$ cat src/commodity_channel_index_top_macros.svh
// Assertion macros used by the RTL
`ifndef COMMODITY_CHANNEL_INDEX_TOP_MACROS_SVH
`define COMMODITY_CHANNEL_INDEX_TOP_MACROS_SVH

// same-cycle implication
`define CCI_ASSERT_IMP(lbl, clk, rst_n, ante, cons) \
    lbl: assert property (@(posedge clk) disable iff (!rst_n) (ante) |-> (cons)) \
        else $error("cci assertion failed");

// next-cycle implication
`define CCI_ASSERT_NXT(lbl, clk, rst_n, ante, cons) \
    lbl: assert property (@(posedge clk) disable iff (!rst_n) (ante) |=> (cons)) \
        else $error("cci assertion failed");

`endif

$ cat src/cci_pkg.sv
`timescale 1ns / 1ps
package cci_pkg;
    localparam int DEF_MAX_PERIOD = 32;
    localparam int DEF_PRICE_BITS = 32;
    localparam int PERIOD_W       = 6;
    localparam int TOL_W          = 16;
    localparam int CCI_W          = 32;
    localparam int TOL_SHIFT      = 32;
    localparam int RESET_PERIOD   = 14;
    // 1000 * 65536: 1/0.015 scaling and Q16.16
    localparam int KC             = 65536000;
    localparam int KC_W           = 26;

    localparam logic REG_PERIOD   = 1'b0;
    localparam logic REG_FLAT_TOL = 1'b1;

    typedef struct packed {
        logic busy;
        logic done;
    } t_div_stat;
endpackage

$ cat src/cci_muldiv.sv
`timescale 1ns / 1ps
// floor(num * mult / (15 * dev)), one add/compare step per cycle, num < 15 * dev
module cci_muldiv #(
    parameter int A_W = 40,
    parameter int D_W = 46,
    parameter int K_W = 32
) (
    input  logic               i_clk,
    input  logic               i_rst_n,
    input  logic               i_start,
    input  logic [A_W-1:0]     i_num,
    input  logic [K_W-1:0]     i_mult,
    input  logic [D_W-1:0]     i_dev,
    output cci_pkg::t_div_stat o_stat,
    output logic [K_W-1:0]     o_quot
);
    import cci_pkg::*;

    localparam int B_W = D_W + 4;
    localparam int R_W = B_W + 1;
    localparam int C_W = $clog2(K_W + 1);

    logic [A_W-1:0] r_a;
    logic [B_W-1:0] r_b;
    logic [K_W-1:0] r_k;
    logic [R_W-1:0] r_r;
    logic [K_W-1:0] r_q;
    logic [C_W-1:0] r_cnt;
    logic           r_ph;
    logic           r_busy;
    logic           r_done;

    logic [R_W-1:0] w_base;
    logic [R_W-1:0] w_add;
    logic [R_W-1:0] w_t;
    logic           w_ge;
    logic [R_W-1:0] w_nr;
    logic [K_W-1:0] w_nq;

    always_comb begin
        w_base = r_ph ? r_r : {r_r[R_W-2:0], 1'b0};
        w_add  = (r_ph && r_k[K_W-1]) ? R_W'(r_a) : '0;
        w_t    = w_base + w_add;
        w_ge   = (w_t >= R_W'(r_b));
        w_nr   = w_ge ? (w_t - R_W'(r_b)) : w_t;
        w_nq   = (r_ph ? r_q : {r_q[K_W-2:0], 1'b0}) + K_W'(w_ge);
    end

    always_ff @(posedge i_clk) begin
        if (!i_rst_n) begin
            r_busy <= 1'b0;
            r_done <= 1'b0;
        end else begin
            r_done <= 1'b0;
            if (i_start) begin
                r_a    <= i_num;
                r_b    <= (B_W'(i_dev) << 4) - B_W'(i_dev);
                r_k    <= i_mult;
                r_r    <= '0;
                r_q    <= '0;
                r_cnt  <= C_W'(K_W);
                r_ph   <= 1'b0;
                r_busy <= 1'b1;
            end else if (r_busy) begin
                r_r  <= w_nr;
                r_q  <= w_nq;
                r_ph <= ~r_ph;
                if (r_ph) begin
                    r_k   <= {r_k[K_W-2:0], 1'b0};
                    r_cnt <= r_cnt - C_W'(1);
                    if (r_cnt == C_W'(1)) begin
                        r_busy <= 1'b0;
                        r_done <= 1'b1;
                    end
                end
            end
        end
    end

    assign o_stat.busy = r_busy;
    assign o_stat.done = r_done;
    assign o_quot      = r_q;
endmodule

$ cat config.mk
export PLATFORM = sky130hd
export DESIGN_NAME = cci_muldiv
export DESIGN_NICKNAME = d
export VERILOG_FILES = /design/src/commodity_channel_index_top_macros.svh /design/src/cci_pkg.sv /design/src/cci_muldiv.sv
export SDC_FILE = /design/constraint.sdc
export NUM_CORES = 1
export LEC_CHECK = 0
export BUFFER_PORTS_ARGS = -buffer_cell sky130_fd_sc_hd__buf_2
export CAP_MARGIN = 15
export CORE_MARGIN = 2
export CORE_UTILIZATION = 50
export DETAILED_ROUTE_END_ITERATION = 8
export PLACE_DENSITY = 0.71
export REMOVE_ABC_BUFFERS = 1
export SLEW_MARGIN = 20
export SYNTH_ARGS = -nofsm -noshare
export SYNTH_HDL_FRONTEND = slang
export SYNTH_SLANG_ARGS = --single-unit
$ cat constraint.sdc
create_clock -name i_clk -period 8.2 [get_ports i_clk]
set_input_delay 1.64 -clock i_clk [delete_from_list [all_inputs] [get_ports i_clk]]
set_output_delay 1.64 -clock i_clk [all_outputs]
set_load 0.03 [all_outputs]
==> qor.txt <==
======================================================================================
Total routing usage reported by global routing                                   0.221
R2r worst-path depth                                                                38
Slowest stage cell on the critical path                                       edfxtp_1
Number of input and output port buffers inserted                                   154
Syn-to-layout area delta                                                         12.6%
Number of distinct standard cells referenced by the synthesized netlist             80
Final non-filler cell area                                                  0.0198 mm²
I/O Pins                                                                           155
Avg Cell Area, Syn                                                            9.34 µm²
Number of buffers created by CTS                                                    24
Flip-flop and latch count after synthesis                                          214
Cell total after placement                                                        2448
Horizontal die dimension                                                        191 µm
Final Cycle Share                                                                0.944
Average via count per standard cell                                               5.70
First-pass detailed-route iteration total                                            6
Number of instances in the synthesized netlist                                    1878
Power density normalized to cell area                                       224 mW/mm²
Total power                                                                    4.42 mW
Run status                                                                complete, no violations
Std cell rows                                                                       68
GPL Wtd Cong                                                                     0.913
Worst-path fanout max                                                               14
Count of final max-slew check failures                                               0
Transition time at the pin with the least slew margin                          1030 ps
Endpoint of the worst register-to-register path                             o_quot[28]
Endpoint, Worst Hold                                                            r_done
Final wirelength                                                              41200 µm
Starting Density                                                                 0.508
Detailed-route wire length on metal 1                                         20300 µm
F_max                                                                        0.129 GHz
Maxcap violations                                                                    0
Setup violators final                                                                0
CTS sink cnt                                                                       214
Dominant cell type by area after synthesis                                    edfxtp_1
Largest cells by area after synthesis                                     edfxtp_1, ha_1, a21oi_1
Netlist area before placement                                               0.0175 mm²
Commonest non-fill, non-tap cells in the layout                           edfxtp_1, a21oi_1, nor2_1
Startpoint types                                                             flip-flop
Detailed Route Iter0 Violations                                                    905
Count of flip-flops with a built-in enable after synthesis                         212
Finished Layout Cells                                                             2494
Maximum buffer depth of the clock tree                                               3
Post-layout nets                                                                  2281
Layout filler cell count                                                          3095
Hold_ws                                                                         465 ps
Vias in the first global route                                                   13384
Register-to-Register Setup Slack                                                460 ps
Root Buffer                                                                  clkbuf_16
Detailed-route wire length per cell                                            16.5 µm
Class of the worst hold path                                              flip-flop to flip-flop
Area occupied by multi-input gates                                          0.0103 mm²
Leak Pwr                                                                       8.45 nW
Critical path required time                                                    8450 ps
Initial antenna violation count                                                      0
H-tree depth                                                                         1
Highest metal layer used by the detailed router                                   met4
Worst IR Drop VDD                                                             0.143 mV
Pin count of the biggest net entering global routing                                92
Total DRC errors in the routed layout                                                0
Area occupied by registers                                                 0.00641 mm²
R2R Path Start                                                                    r_ph
Share of the core filled with cells in the final layout                          0.572
Routed Antenna Nets                                                                  0
Clock slew at the register clock pins of the worst setup and hold paths          60 ps
Overall via count from detail_route                                              14205
Proportion of layout cells with a drive suffix above 1                           0.163
Full die area                                                               0.0366 mm²
Routed met2 length                                                            17600 µm
HPWL reported at the end of detailed placement                                31500 µm
Worst-skew pair later-pin latency                                               520 ps
Total length of routed met3 wires                                              2410 µm
Remaining Overflow, GRT                                                              0
YS warnings                                                                          0
Slew headroom                                                                    0.311
Origin of the worst min-delay path                                              r_busy
Area after detailed placement                                               0.0188 mm²
Worst stage delay on the critical path                                          480 ps
Clock Skew                                                                     9.57 ps
Post-CTS Hold Fix Bufs                                                               0
Clock tree from TritonCTS                                                        built
Post-synthesis sequential area ratio                                             0.365
Data arrival, critical path                                                    8000 ps
Type of element capturing the critical path                                  flip-flop
Core outline area                                                           0.0345 mm²
Worst hold path cell count                                                           2
Critical path type                                                        flip-flop to flip-flop
First-pass GRT wire length                                                    66700 µm
Portion of synthesized cell area occupied by the leading cell type               0.363
Most common cell after layout, fill and taps aside                            edfxtp_1
Final Hold Vio Count                                                                 0
Chip height                                                                     191 µm
Ys flop type                                                                  edfxtp_1
Min Clock Period, post-route                                                   7740 ps
Share of async-settable or async-resettable flops after synthesis                    0
======================================================================================
[report_power, final]
group          switching, mW  total (mW)  internal, mW
logic                   1.07        1.82         0.755
registers             0.0633        1.43          1.36
clock network          0.432        1.17         0.739
[area by class of cell]
| class | instances | share of cell area |
|---|---|---|
| Sequential cell | 214 | 0.324 |
| Inverter | 148 | 0.0282 |
| Clock buffer | 33 | 0.0347 |
| Tap cell | 455 | 0.0288 |
| Antenna cell | 1 | 0.000127 |
| Timing Repair Buffer | 181 | 0.0515 |
| Clock inverter | 10 | 0.00912 |
| Multi-Input combinational cell | 1452 | 0.523 |
[logic make-up (layout without fill, tap and decap cells)]
group	Yosys count	in the layout	synth area share
AOI/OAI and AO/OA	498	498	0.185
xor gates and xnor gates	169	169	0.0844
adders and majority gates	139	139	0.100
buffers and inverters	212	372	0.0485
DFF	214	214	0.365
muxes	98	98	0.0613
other	0	1	0
and+or+nand+nor	548	548	0.155
[synth_stat cells, drive strengths merged, types with 25 or more instances]
library cell  number
edfxtp           212
a21oi            184
nor2             176
inv              147
ha               137
nand2            106
xnor2            104
mux2              75
o21ai             75
a21o              68
xor2              65
and3              57
nand3             43
clkbuf            40
nor2b             34
nor3              34
a211oi            28
nand4             25
[stage by stage]
stage,setup TNS (ps),worst slack (ps)
after floorplan,-237620,-4370
after global placement,0,306
after detailed placement,0,176
after CTS,0,141
after global routing,-63.9,-60.3
final,0,456
[state kept, by name (all words and copies together), names as in the netlist]
signal,flops
r_busy,1
r_ph,1
r_k,32
r_done,1
o_quot,32
r_b,50
r_cnt,6
r_a,40
r_r,51
[worst max-delay path: cells and delay by family, from the launching register on]
family	cells	cell delay, ps
AND/OR/NAND/NOR	11	1590
buffers and inverters	6	930
flip-flops	1	480
multiplexers	1	250
AO/OA/AOI/OAI	15	2990
XOR/XNOR	1	120
adder cells (fa/ha/maj)	4	1080
[worst max-delay path by stage]
| stage | from | endpoint | slack [ps] |
|---|---|---|---|
| after floorplan | r_ph | o_quot[28] | -4370 |
| after global placement | r_ph | o_quot[28] | 310 |
| after detailed placement | r_ph | o_quot[28] | 180 |
| after CTS | r_ph | o_quot[28] | 140 |
| after global routing | r_ph | o_quot[28] | -60 |
| final | r_ph | o_quot[28] | 460 |
[layer usage]
metal,vias to the layer above,track usage
met5,-,0
met2,386,0.345
met4,0,0.0556
li1,7164,-
met1,6607,0.328
met3,48,0.0237
[what timing repair did]
item / CTS / global route
buffers inserted: 0 / 2
endpoints found under the hold margin: 0 / 0
setup endpoints to repair: 0 / 18
gates resized for setup: 0 / 8
Note: power is estimated with default switching activity, not from simulation.
