<file path="config.mk">
export PLATFORM = sky130hd
export DESIGN_NAME = cci_ram
export DESIGN_NICKNAME = d
export VERILOG_FILES = /design/src/commodity_channel_index_top_macros.svh /design/src/cci_ram.sv
export SDC_FILE = /design/constraint.sdc
export NUM_CORES = 1
export LEC_CHECK = 0
export BUFFER_PORTS_ARGS = -buffer_cell sky130_fd_sc_hd__buf_2
export CELL_PAD_IN_SITES_DETAIL_PLACEMENT = 0
export CELL_PAD_IN_SITES_GLOBAL_PLACEMENT = 1
export CORE_MARGIN = 1.5
export CORE_UTILIZATION = 49
export DETAILED_ROUTE_END_ITERATION = 6
export MAX_ROUTING_LAYER = met4
export PLACE_DENSITY_LB_ADDON = 0.1
export SYNTH_ARGS = -nofsm -noshare
export SYNTH_HDL_FRONTEND = slang
export SYNTH_SLANG_ARGS = --single-unit
export TNS_END_PERCENT = 30
</file>
<file path="constraint.sdc">
create_clock -name i_clk -period 2.5 [get_ports i_clk]
set_input_delay 0.125 -clock i_clk [delete_from_list [all_inputs] [get_ports i_clk]]
set_output_delay 0.125 -clock i_clk [all_outputs]
set_load 0.01 [all_outputs]
</file>
<file path="src/commodity_channel_index_top_macros.svh">
// Assertion macros used by the RTL
`ifndef COMMODITY_CHANNEL_INDEX_TOP_MACROS_SVH
`define COMMODITY_CHANNEL_INDEX_TOP_MACROS_SVH

// same-cycle implication
`define CCI_ASSERT_IMP(lbl, clk, rst_n, ante, cons) \
    lbl: assert property (@(posedge clk) disable iff (!rst_n) (ante) |-> (cons)) \
        else $error("cci assertion failed");

// next-cycle implication
`define CCI_ASSERT_NXT(lbl, clk, rst_n, ante, cons) \
    lbl: assert property (@(posedge clk) disable iff (!rst_n) (ante) |=> (cons)) \
        else $error("cci assertion failed");

`endif

</file>
<file path="src/cci_ram.sv">
`timescale 1ns / 1ps
module cci_ram #(
    parameter int WIDTH = 34,
    parameter int DEPTH = 32
) (
    input  logic                                   i_clk,
    input  logic                                   i_we,
    input  logic [((DEPTH > 1) ? $clog2(DEPTH) : 1)-1:0] i_waddr,
    input  logic [WIDTH-1:0]                       i_wdata,
    input  logic [((DEPTH > 1) ? $clog2(DEPTH) : 1)-1:0] i_raddr,
    output logic [WIDTH-1:0]                       o_rdata
);
    logic [WIDTH-1:0] r_mem [DEPTH];
    logic [WIDTH-1:0] r_rdata;

    always_ff @(posedge i_clk) begin
        if (i_we) begin
            r_mem[i_waddr] <= i_wdata;
        end
        r_rdata <= r_mem[i_raddr];
    end

    assign o_rdata = r_rdata;
endmodule

</file>
==> results.cfg, run 1 <==
[outcome]
status = finished, final reports clean

[power_and_ir_drop]
seqPwrFrac_pct = 53.2
power.density_nw_per_um2 = 791.1
total_power_mw = 39.52
ir_drop_uv = 602.5
p_comb_share_pct = 5.3
p_int_mw = 31.27
clockPowerShare_pct = 41.5
p_leak_nw = 17.58
power.switching_mw = 8.254
swShare_pct = 20.89

[job]
drv_cap = 0

[global_route]
grtUsageMet1_pct = 34.35
grt_pass1_wl_mm = 156.3
grt_pass1_vias = 22660
grt_use_met3_pct = 4.305
antenna_found_initial = 9
grt_max_degree = 58
top_usage_layer = met2
grt_util_met2_pct = 38.68
grt_usage_pct = 24.90
grt_remaining_overflow = 0

[logic_synthesis]
yosysWarningCount = 0
post-synth-top-area-fraction_pct = 75.79
yosysUniqueCellTypes = 25
syn-cell-area_sq_um = 43110
synth_compound_area_share_pct = 4.836
synthCells = 2399
yosysSeqAreaShare_pct = 77.37
yosysTopAreaCell = edfxtp_1
synth.area.top_cells = edfxtp_1 76%, mux2i_1 13%, a22oi_1 1.8%, dfxtp_1 1.6%, a22o_1 1.4%
synthAdderAreaFrac_pct = 0
synthMuxAreaShare_pct = 12.63
syn_nets = 2445
synth_seq_cells = 1122
synth_xor_area_share_pct = 0
synth_simple_gate_area_share_pct = 3.071
avgSynthCellArea_sq_um = 17.97
synth_top_family_by_area = multiplexers

[cells_and_area]
final_area_sq_um = 49960
final_cells = 3897
multi_input_area_sq_um = 9119
nets = 2686
area_growth_pct = 15.89
final_common_cell = edfxtp_1
regArea_sq_um = 33350
utilization_pct = 57.40
layout_common_cells = 1088 x edfxtp_1, 544 x mux2i_1, 115 x clkbuf_16, 109 x buf_4, 104 x nand3_1
layout-drive-gt1-share_pct = 15.86
nFillCells = 6640

[placed_design]
gp_congestion = 0.7848
dpl.cell_count = 3649
place_ws_ps = 245.8
postPlaceCellArea_sq_um = 46000
dp_hpwl_mm = 62.68
io_buffers = 79

[routing]
vias = 22490
viasPerCell = 5.772
wl_per_cell_um = 27.77
drc = 0
dr.pass1.iters = 5
postRouteAntennaNets = 0
routed_wirelength_mm = 108.2
drt-initial-drc-count = 1930

[setup_path]
crit_path_end_kind = register
start_kind = primary input
critical_path_class = in -> reg
cp_data_required_time_ps = 2970
r2r_slack_ps = 1020
path_cells = dlygate4sd3_1, buf_2, nor2b_4, buf_12, buf_4, a22oi_1, a31oi_1, nand3_1
reg2reg_from = r_mem[6][15]
path_max_fanout = 42
critPathArrivalTime_ps = 2460
cpMaxStageDelayCell = dlygate4sd3_1
startpoint = i_raddr[2]
slowest_delay_ps = 530

[clock_tree]
postCtsSetupBuffers = 0
cts-htree-levels = 3
numCtsBuffers = 113
clkSinkCount = 1122
cts_buffer_depth = 3
clk_latency_ps = 650
clk_pin_slew_ps = 60
cts_tree = built
cts_root_buffer = clkbuf_16
post_cts_resized = 0

[worst_hold_path]
hp-start = i_wdata[9]
hp-class = in -> reg

[floorplanning]
design.core.area_sq_um = 87020
die_w_um = 299.6
start_util_pct = 49.53
dieArea_sq_um = 89760
die_y_um = 299.6
pin_count = 80
rows = 108

[timing]
max_freq_mhz = 503.4
fin_ws_ps = 513.4
skew_ps = 15.92
setup_viol = 0
hold_viol = 0
slew_headroom_pct = 51.07
holdWs_ps = 6.355
slew_viol_final = 0
fin_setup_tns_ps = 0
rsz0062_at_grt = false
tightest_slew_ps = 733.9
min_period_ps = 1987
post-route-period-util_pct = 79.46
[state kept, by name (all words and copies together) (netlist names)]
signal / cells
r_mem: 1088
o_rdata: 34
[final timing paths]
kind,endpoint,cells after the start
worst max-delay path,o_rdata[13],8
worst min register to register,o_rdata[14],4
worst min-delay path,r_mem[24][9],1
worst max register to register,o_rdata[15],5
[synthesized netlist by cell type]
cell and number:
mux2i_1 544, buf_8 8, buf_6 18, buf_2 39, or3b_2 3, or2_2 1
nor2b_1 2, buf_4 31, and2_1 1, nand3_1 104, nand2_1 104, nand2b_1 2
nor3_1 34, edfxtp_1 1088, nor2_1 33, a21oi_1 102, or3_1 1, nand3b_1 5
buf_1 10, a22oi_1 102, nor2_4 1, a22o_1 68, clkbuf_1 30, a31oi_1 34
dfxtp_1 34
[per-layer routing]
metal / vias to the layer above / part of all wire (%)
met5: - / 0
met4: 0 / 2.1
met3: 141 / 5.6
met2: 633 / 48
met1: 11670 / 45
li1: 10050 / -
[layout make-up]
cell class	count	area share, %
flip-flops and latches	1122	66.76
multi-input cells	1141	18.25
clock buffers	160	6.339
repair buffers	262	4.794
well taps	1155	2.893
clock inverters	51	0.9267
diodes	6	0.03006
[power groups by stage]
| stage | sequential [mW] | clock, mW | combinational [mW] |
|---|---|---|---|
| 3_3_place_gp | 21.4 | 0 | 2.04 |
| 3_5_place_dp | 21.4 | 0 | 2.08 |
| 6_report | 21.0 | 16.4 | 2.11 |
| 5_1_grt | 21.0 | 17.4 | 2.26 |
| 2_1_floorplan | 21.4 | 0 | 1.10 |
| 4_1_cts | 21.0 | 16.7 | 2.12 |
[critical path, delay by kind of cell]
kind / cells / cell delay, ps
buf+inv: 4 / 1310
simple gates: 2 / 530
compound gates: 2 / 420
[timing repair]
item,4_1_cts,5_1_grt
hold buffers,31,0
endpoints found under the setup margin,0,0
hold endpoints to repair,891,0
[cell families after synthesis]
group	Yosys count
AOI/OAI and AO/OA	306
buffers and inverters	136
DFF	1122
muxes	544
and+or+nand+nor	291
(Power assumes the default switching activity.)
==> run 2: changes to the inputs <==
clock period = 1.8 ns   (was 2.5 ns; I/O delays follow)
==> results.cfg, run 2 (synthesis gave the netlist of run 1 again) <==
[outcome]
status = finished, final reports clean

[routing]
dr.pass1.iters = 5
drt-initial-drc-count = 1922
wl_met2_mm = 52.22
top_layer_used = met4
postRouteAntennaNets = 0
wl_met1_mm = 47.98
wl_per_cell_um = 27.25
drc = 0
dr_wl_met3_mm = 5.268
viasPerCell = 5.779
routed_wirelength_mm = 107.2
vias = 22740

[power_and_ir_drop]
ir_drop_uv = 821.2
power.density_nw_per_um2 = 1088
total_power_mw = 55.57
p_leak_nw = 18.01

[timing]
hold_viol = 0
fin_ws_ps = 245.8
setup_viol = 0
tightest_slew_ps = 626.4
rsz0062_at_grt = false
slew_headroom_pct = 58.24
post-route-period-util_pct = 86.34
slew_viol_final = 0
min_period_ps = 1554
max_freq_mhz = 643.4
skew_ps = 19.83

[cells_and_area]
area_growth_pct = 18.48
layout-drive-gt1-share_pct = 17.21
layout_common_cells = 1088 x edfxtp_1, 544 x mux2i_1, 116 x clkbuf_16, 104 x nand3_1, 103 x nand2_1
nets = 2726
nFillCells = 6549
largest_reg_flops = 1088
largest-register = r_mem
multi_input_area_sq_um = 9124
regArea_sq_um = 33350
final_area_sq_um = 51070
final_common_cell = edfxtp_1
final_cells = 3934

[clock_tree]
cts_buffer_depth = 3
numCtsBuffers = 113
cts_tree = built
cts_root_buffer = clkbuf_16
postCtsSetupBuffers = 0
clk_latency_ps = 660
clkSinkCount = 1122
clk_pin_slew_ps = 60
cts-htree-levels = 3

[setup_path]
critPathArrivalTime_ps = 2080
reg2reg_from = r_mem[7][22]
critical_path_class = reg -> reg
crit_path_end_kind = register
r2r_cells = 6
r2r_slack_ps = 250
cp_data_required_time_ps = 2330
worstReg2RegEnd = o_rdata[22]
path_max_fanout = 1
start_kind = register

[worst_hold_path]
hp-class = in -> reg
whs_endpoint = o_rdata[8]
hp-start = i_raddr[0]
holdPathStages = 6

[floorplanning]
dieArea_sq_um = 89760
design.core.area_sq_um = 87020
rows = 108
start_util_pct = 49.53
pin_count = 80
die_w_um = 299.6
die_y_um = 299.6

[placed_design]
dp_hpwl_mm = 64.00
place_ws_ps = -149.5
postPlaceCellArea_sq_um = 46940
gp_congestion = 0.7857
io_buffers = 79
dpl.cell_count = 3683

[global_route]
grt_max_degree = 36
antenna_found_initial = 4
grt_remaining_overflow = 0
grt_usage_pct = 24.72
grt_pass1_vias = 22600
grt_pass1_wl_mm = 155.1

[job]
drv_cap = 0
run 2: what timing repair did:
| item | 4_1_cts | 5_1_grt |
|---|---|---|
| setup endpoints to repair | 0 | 1 |
| hold buffers | 37 | 0 |
| resized for setup | 0 | 1 |
| hold endpoints to repair | 1090 | 0 |
run 2: how the worst max path moves through the flow:
stage                       from            to  depth (start not counted)
global route        r_mem[7][22]   o_rdata[22]                          6
finish              r_mem[7][22]   o_rdata[22]                          6
CTS                   i_raddr[3]   o_rdata[13]                          7
global placement      i_raddr[0]   o_rdata[13]                          8
detailed placement    i_raddr[0]   o_rdata[13]                          8
floorplan             i_waddr[0]  r_mem[26][0]                          2
run 2: per-layer routing:
layer	global-route usage, %	up-vias
li1	-	10130
met1	34.29	11870
met2	39.35	612
met3	3.204	120
met4	5.592	0
met5	-	-
run 2: worst max-delay path, stage by stage, from the launching register on:
cell,delay [ps]
edfxtp_1,350
mux2i_1,390
a22o_1,210
nor3_1,50
a31oi_1,160
buf_4,160
nand3_1,80
run 2: where the power goes:
group	internal, mW	switching (mW)
logic	1.17	1.89
clock network	13.9	9.42
registers	29.0	0.162
total	44.1	11.5
run 2: layout make-up:
class	count	area share [%]
diodes	2	0.009800
clock buffers	170	6.453
clock inverters	42	0.8844
multi-input cells	1141	17.86
flip-flops and latches	1122	65.30
well taps	1155	2.830
repair buffers	302	6.654
run 2: per-stage QoR:
step / TNS [ps] / utilization [%] / hold slack [ps]
after detailed placement: -215.5 / 53.94 / 488.7
after floorplan: -352080 / - / 188.9
after CTS: 0 / 58.68 / 100.9
after global placement: -194.1 / 53.94 / 484.8
final: 0 / 58.69 / 138.5
after global routing: 0 / 58.69 / 160.4
==> run 3: changes to the inputs <==
ABC_AREA = 1   (was default)
CORE_UTILIZATION = 46   (was 49)
==> results.cfg, run 3 <==
[outcome]
status = finished, final reports clean

[logic_synthesis]
synth_ff_type = edfxtp_1
yosysWarningCount = 0
yosysTopAreaCell = edfxtp_1
synth_commonest_cells = 1520 x nand2_1, 1088 x edfxtp_1, 828 x nand3_1, 123 x buf_2, 47 x clkbuf_1
synth.area.top_cells = edfxtp_1 73%, nand2_1 13%, nand3_1 9.3%, dfxtp_1 1.5%, buf_2 1.4%
synthArstFlopShare_pct = 0
synth_seq_cells = 1122
post-synth-top-area-fraction_pct = 73.15
synth_edf_count = 1088
syn-cell-area_sq_um = 44660
yosysUniqueCellTypes = 15
syn_nets = 3800
avgSynthCellArea_sq_um = 11.90
yosysSeqAreaShare_pct = 74.68
synthCells = 3754
synth_most_common_cell = nand2_1

[clock_tree]
cts_buffer_depth = 3
clk_pin_slew_ps = 60
clkSinkCount = 1122
cts-htree-levels = 3
post_cts_resized = 0
cts_root_buffer = clkbuf_16
cts_tree = built
numCtsBuffers = 118
clk_latency_ps = 700

[routing]
drc = 0
wl_per_cell_um = 23.96
viasPerCell = 5.499
routed_wirelength_mm = 127.0
dr.pass1.iters = 5
drt-initial-drc-count = 2837
vias = 29140
postRouteAntennaNets = 0

[placed_design]
dpl.cell_count = 5036
io_buffers = 79
gp_congestion = 0.8129
dp_hpwl_mm = 70.77

[setup_path]
critical_path_class = reg -> out
slowest_delay_ps = 490
start_kind = register
path_buf_inv = 1
cpLargestDelayFamily = flip-flops
cp_data_required_time_ps = 1710
cpMaxStageDelayCell = dfxtp_1
crit_path_end_kind = primary output
r2r_slack_ps = 510
path_cells = buf_2
path_max_fanout = 1
critPathArrivalTime_ps = 1380

[global_route]
grt_use_met3_pct = 3.801
antenna_found_initial = 7
grtUsageMet1_pct = 36.75
grt_max_degree = 97
top_usage_layer = met2
grt_pass1_vias = 28230
grt_usage_pct = 26.57
grt_remaining_overflow = 0
grt_pass1_wl_mm = 187.0
grt_util_met2_pct = 41.52

[cells_and_area]
area_growth_pct = 16.49
largest_reg_flops = 1088
nFillCells = 8214
layout_common_cells = 1520 x nand2_1, 1088 x edfxtp_1, 828 x nand3_1, 122 x clkbuf_16, 85 x buf_12
layout-drive-gt1-share_pct = 11.32
final_common_cell = nand2_1
largest-register = r_mem
regArea_sq_um = 33350
nets = 3962
multi_input_area_sq_um = 10270
final_cells = 5299

[power_and_ir_drop]
swShare_pct = 22.48
power.density_nw_per_um2 = 1076
seqPwrFrac_pct = 52.2
p_comb_share_pct = 6.6
clockPowerShare_pct = 41.3
ir_drop_uv = 918.2
p_leak_nw = 19.13
p_int_mw = 43.38
power.switching_mw = 12.58
total_power_mw = 55.96

[worst_hold_path]
hp-class = in -> reg

[timing]
post-route-period-util_pct = 81.54
holdWs_ps = 152.5
skew_ps = 20.59
fin_setup_tns_ps = 0
slew_viol_final = 0
rsz0062_at_grt = false
tightest_slew_ps = 738.5
hold_viol = 0
setup_viol = 0
max_freq_mhz = 681.3
min_period_ps = 1468
slew_headroom_pct = 50.76

[floorplanning]
die_y_um = 314.6
design.core.area_sq_um = 96420
rows = 114
start_util_pct = 46.32
pin_count = 80
die_w_um = 314.6
dieArea_sq_um = 98970

[job]
drv_cap = 0
==> run 3: changes by cell type after synthesis, moves of 84 or more <==
cell | previous run | this run
nand2_1 | 104 | 1520
nand3_1 | 104 | 828
mux2i_1 | 544 | 0
a21oi_1 | 102 | 0
a22oi_1 | 102 | 0
buf_2 | 39 | 123
==> run 3: routing by layer <==
layer,vias to the layer above,wire [um],part of all wire (%)
met2,983,60250,47
met5,-,0,0
met1,14520,55990,44
met3,183,7903,6.2
met4,0,2841,2.2
li1,13450,-,-
==> run 3: power by group through the flow <==
stage	clock network, mW	logic [mW]	registers (mW)
finish	23.1	3.67	29.2
global route	24.5	4.04	29.2
CTS	23.5	3.70	29.2
detailed placement	0	3.62	29.7
global placement	0	3.59	29.7
floorplan	0	1.89	29.7
==> run 3: timing repair <==
item / 4_1_cts / 5_1_grt
setup endpoints to repair: 0 / 0
setup buffers: 0 / 0
hold buffers: 36 / 0
hold endpoints to repair: 1086 / 0
==> run 3: area by class of cell <==
cell class / count / share of cell area, %
Sequential cell: 1122 / 64.11
Multi-Input combinational cell: 2390 / 19.74
Clock buffer: 161 / 6.303
Timing Repair Buffer: 274 / 5.846
Tap cell: 1276 / 3.069
Clock inverter: 61 / 0.7912
Inverter: 10 / 0.1154
Antenna cell: 5 / 0.02405
==> run 3: final timing paths <==
| kind | cells after the start | startpoint | end |
|---|---|---|---|
| min reg2reg | 8 | r_mem[26][33] | o_rdata[33] |
| max | 1 | o_rdata[19] | o_rdata[19] |
| max reg2reg | 8 | r_mem[18][1] | o_rdata[1] |
| min | 8 | i_raddr[2] | o_rdata[22] |
==> run 3: logic make-up after synthesis <==
| logic type | synth area share (%) |
|---|---|
| simple gates | 22.46 |
| flops | 74.68 |
| buf+inv | 2.863 |
==> run 3: per-stage QoR <==
step / instance area [sq um] / utilization [%] / setup WS (ps)
after floorplan: 44660 / - / -453.2
after global placement: 47960 / 49.74 / 152.9
after detailed placement: 47960 / 49.74 / 125.3
after CTS: 52010 / 53.94 / 324.4
after global routing: 52020 / 53.95 / 272.0
final: 52030 / 53.96 / 332.3
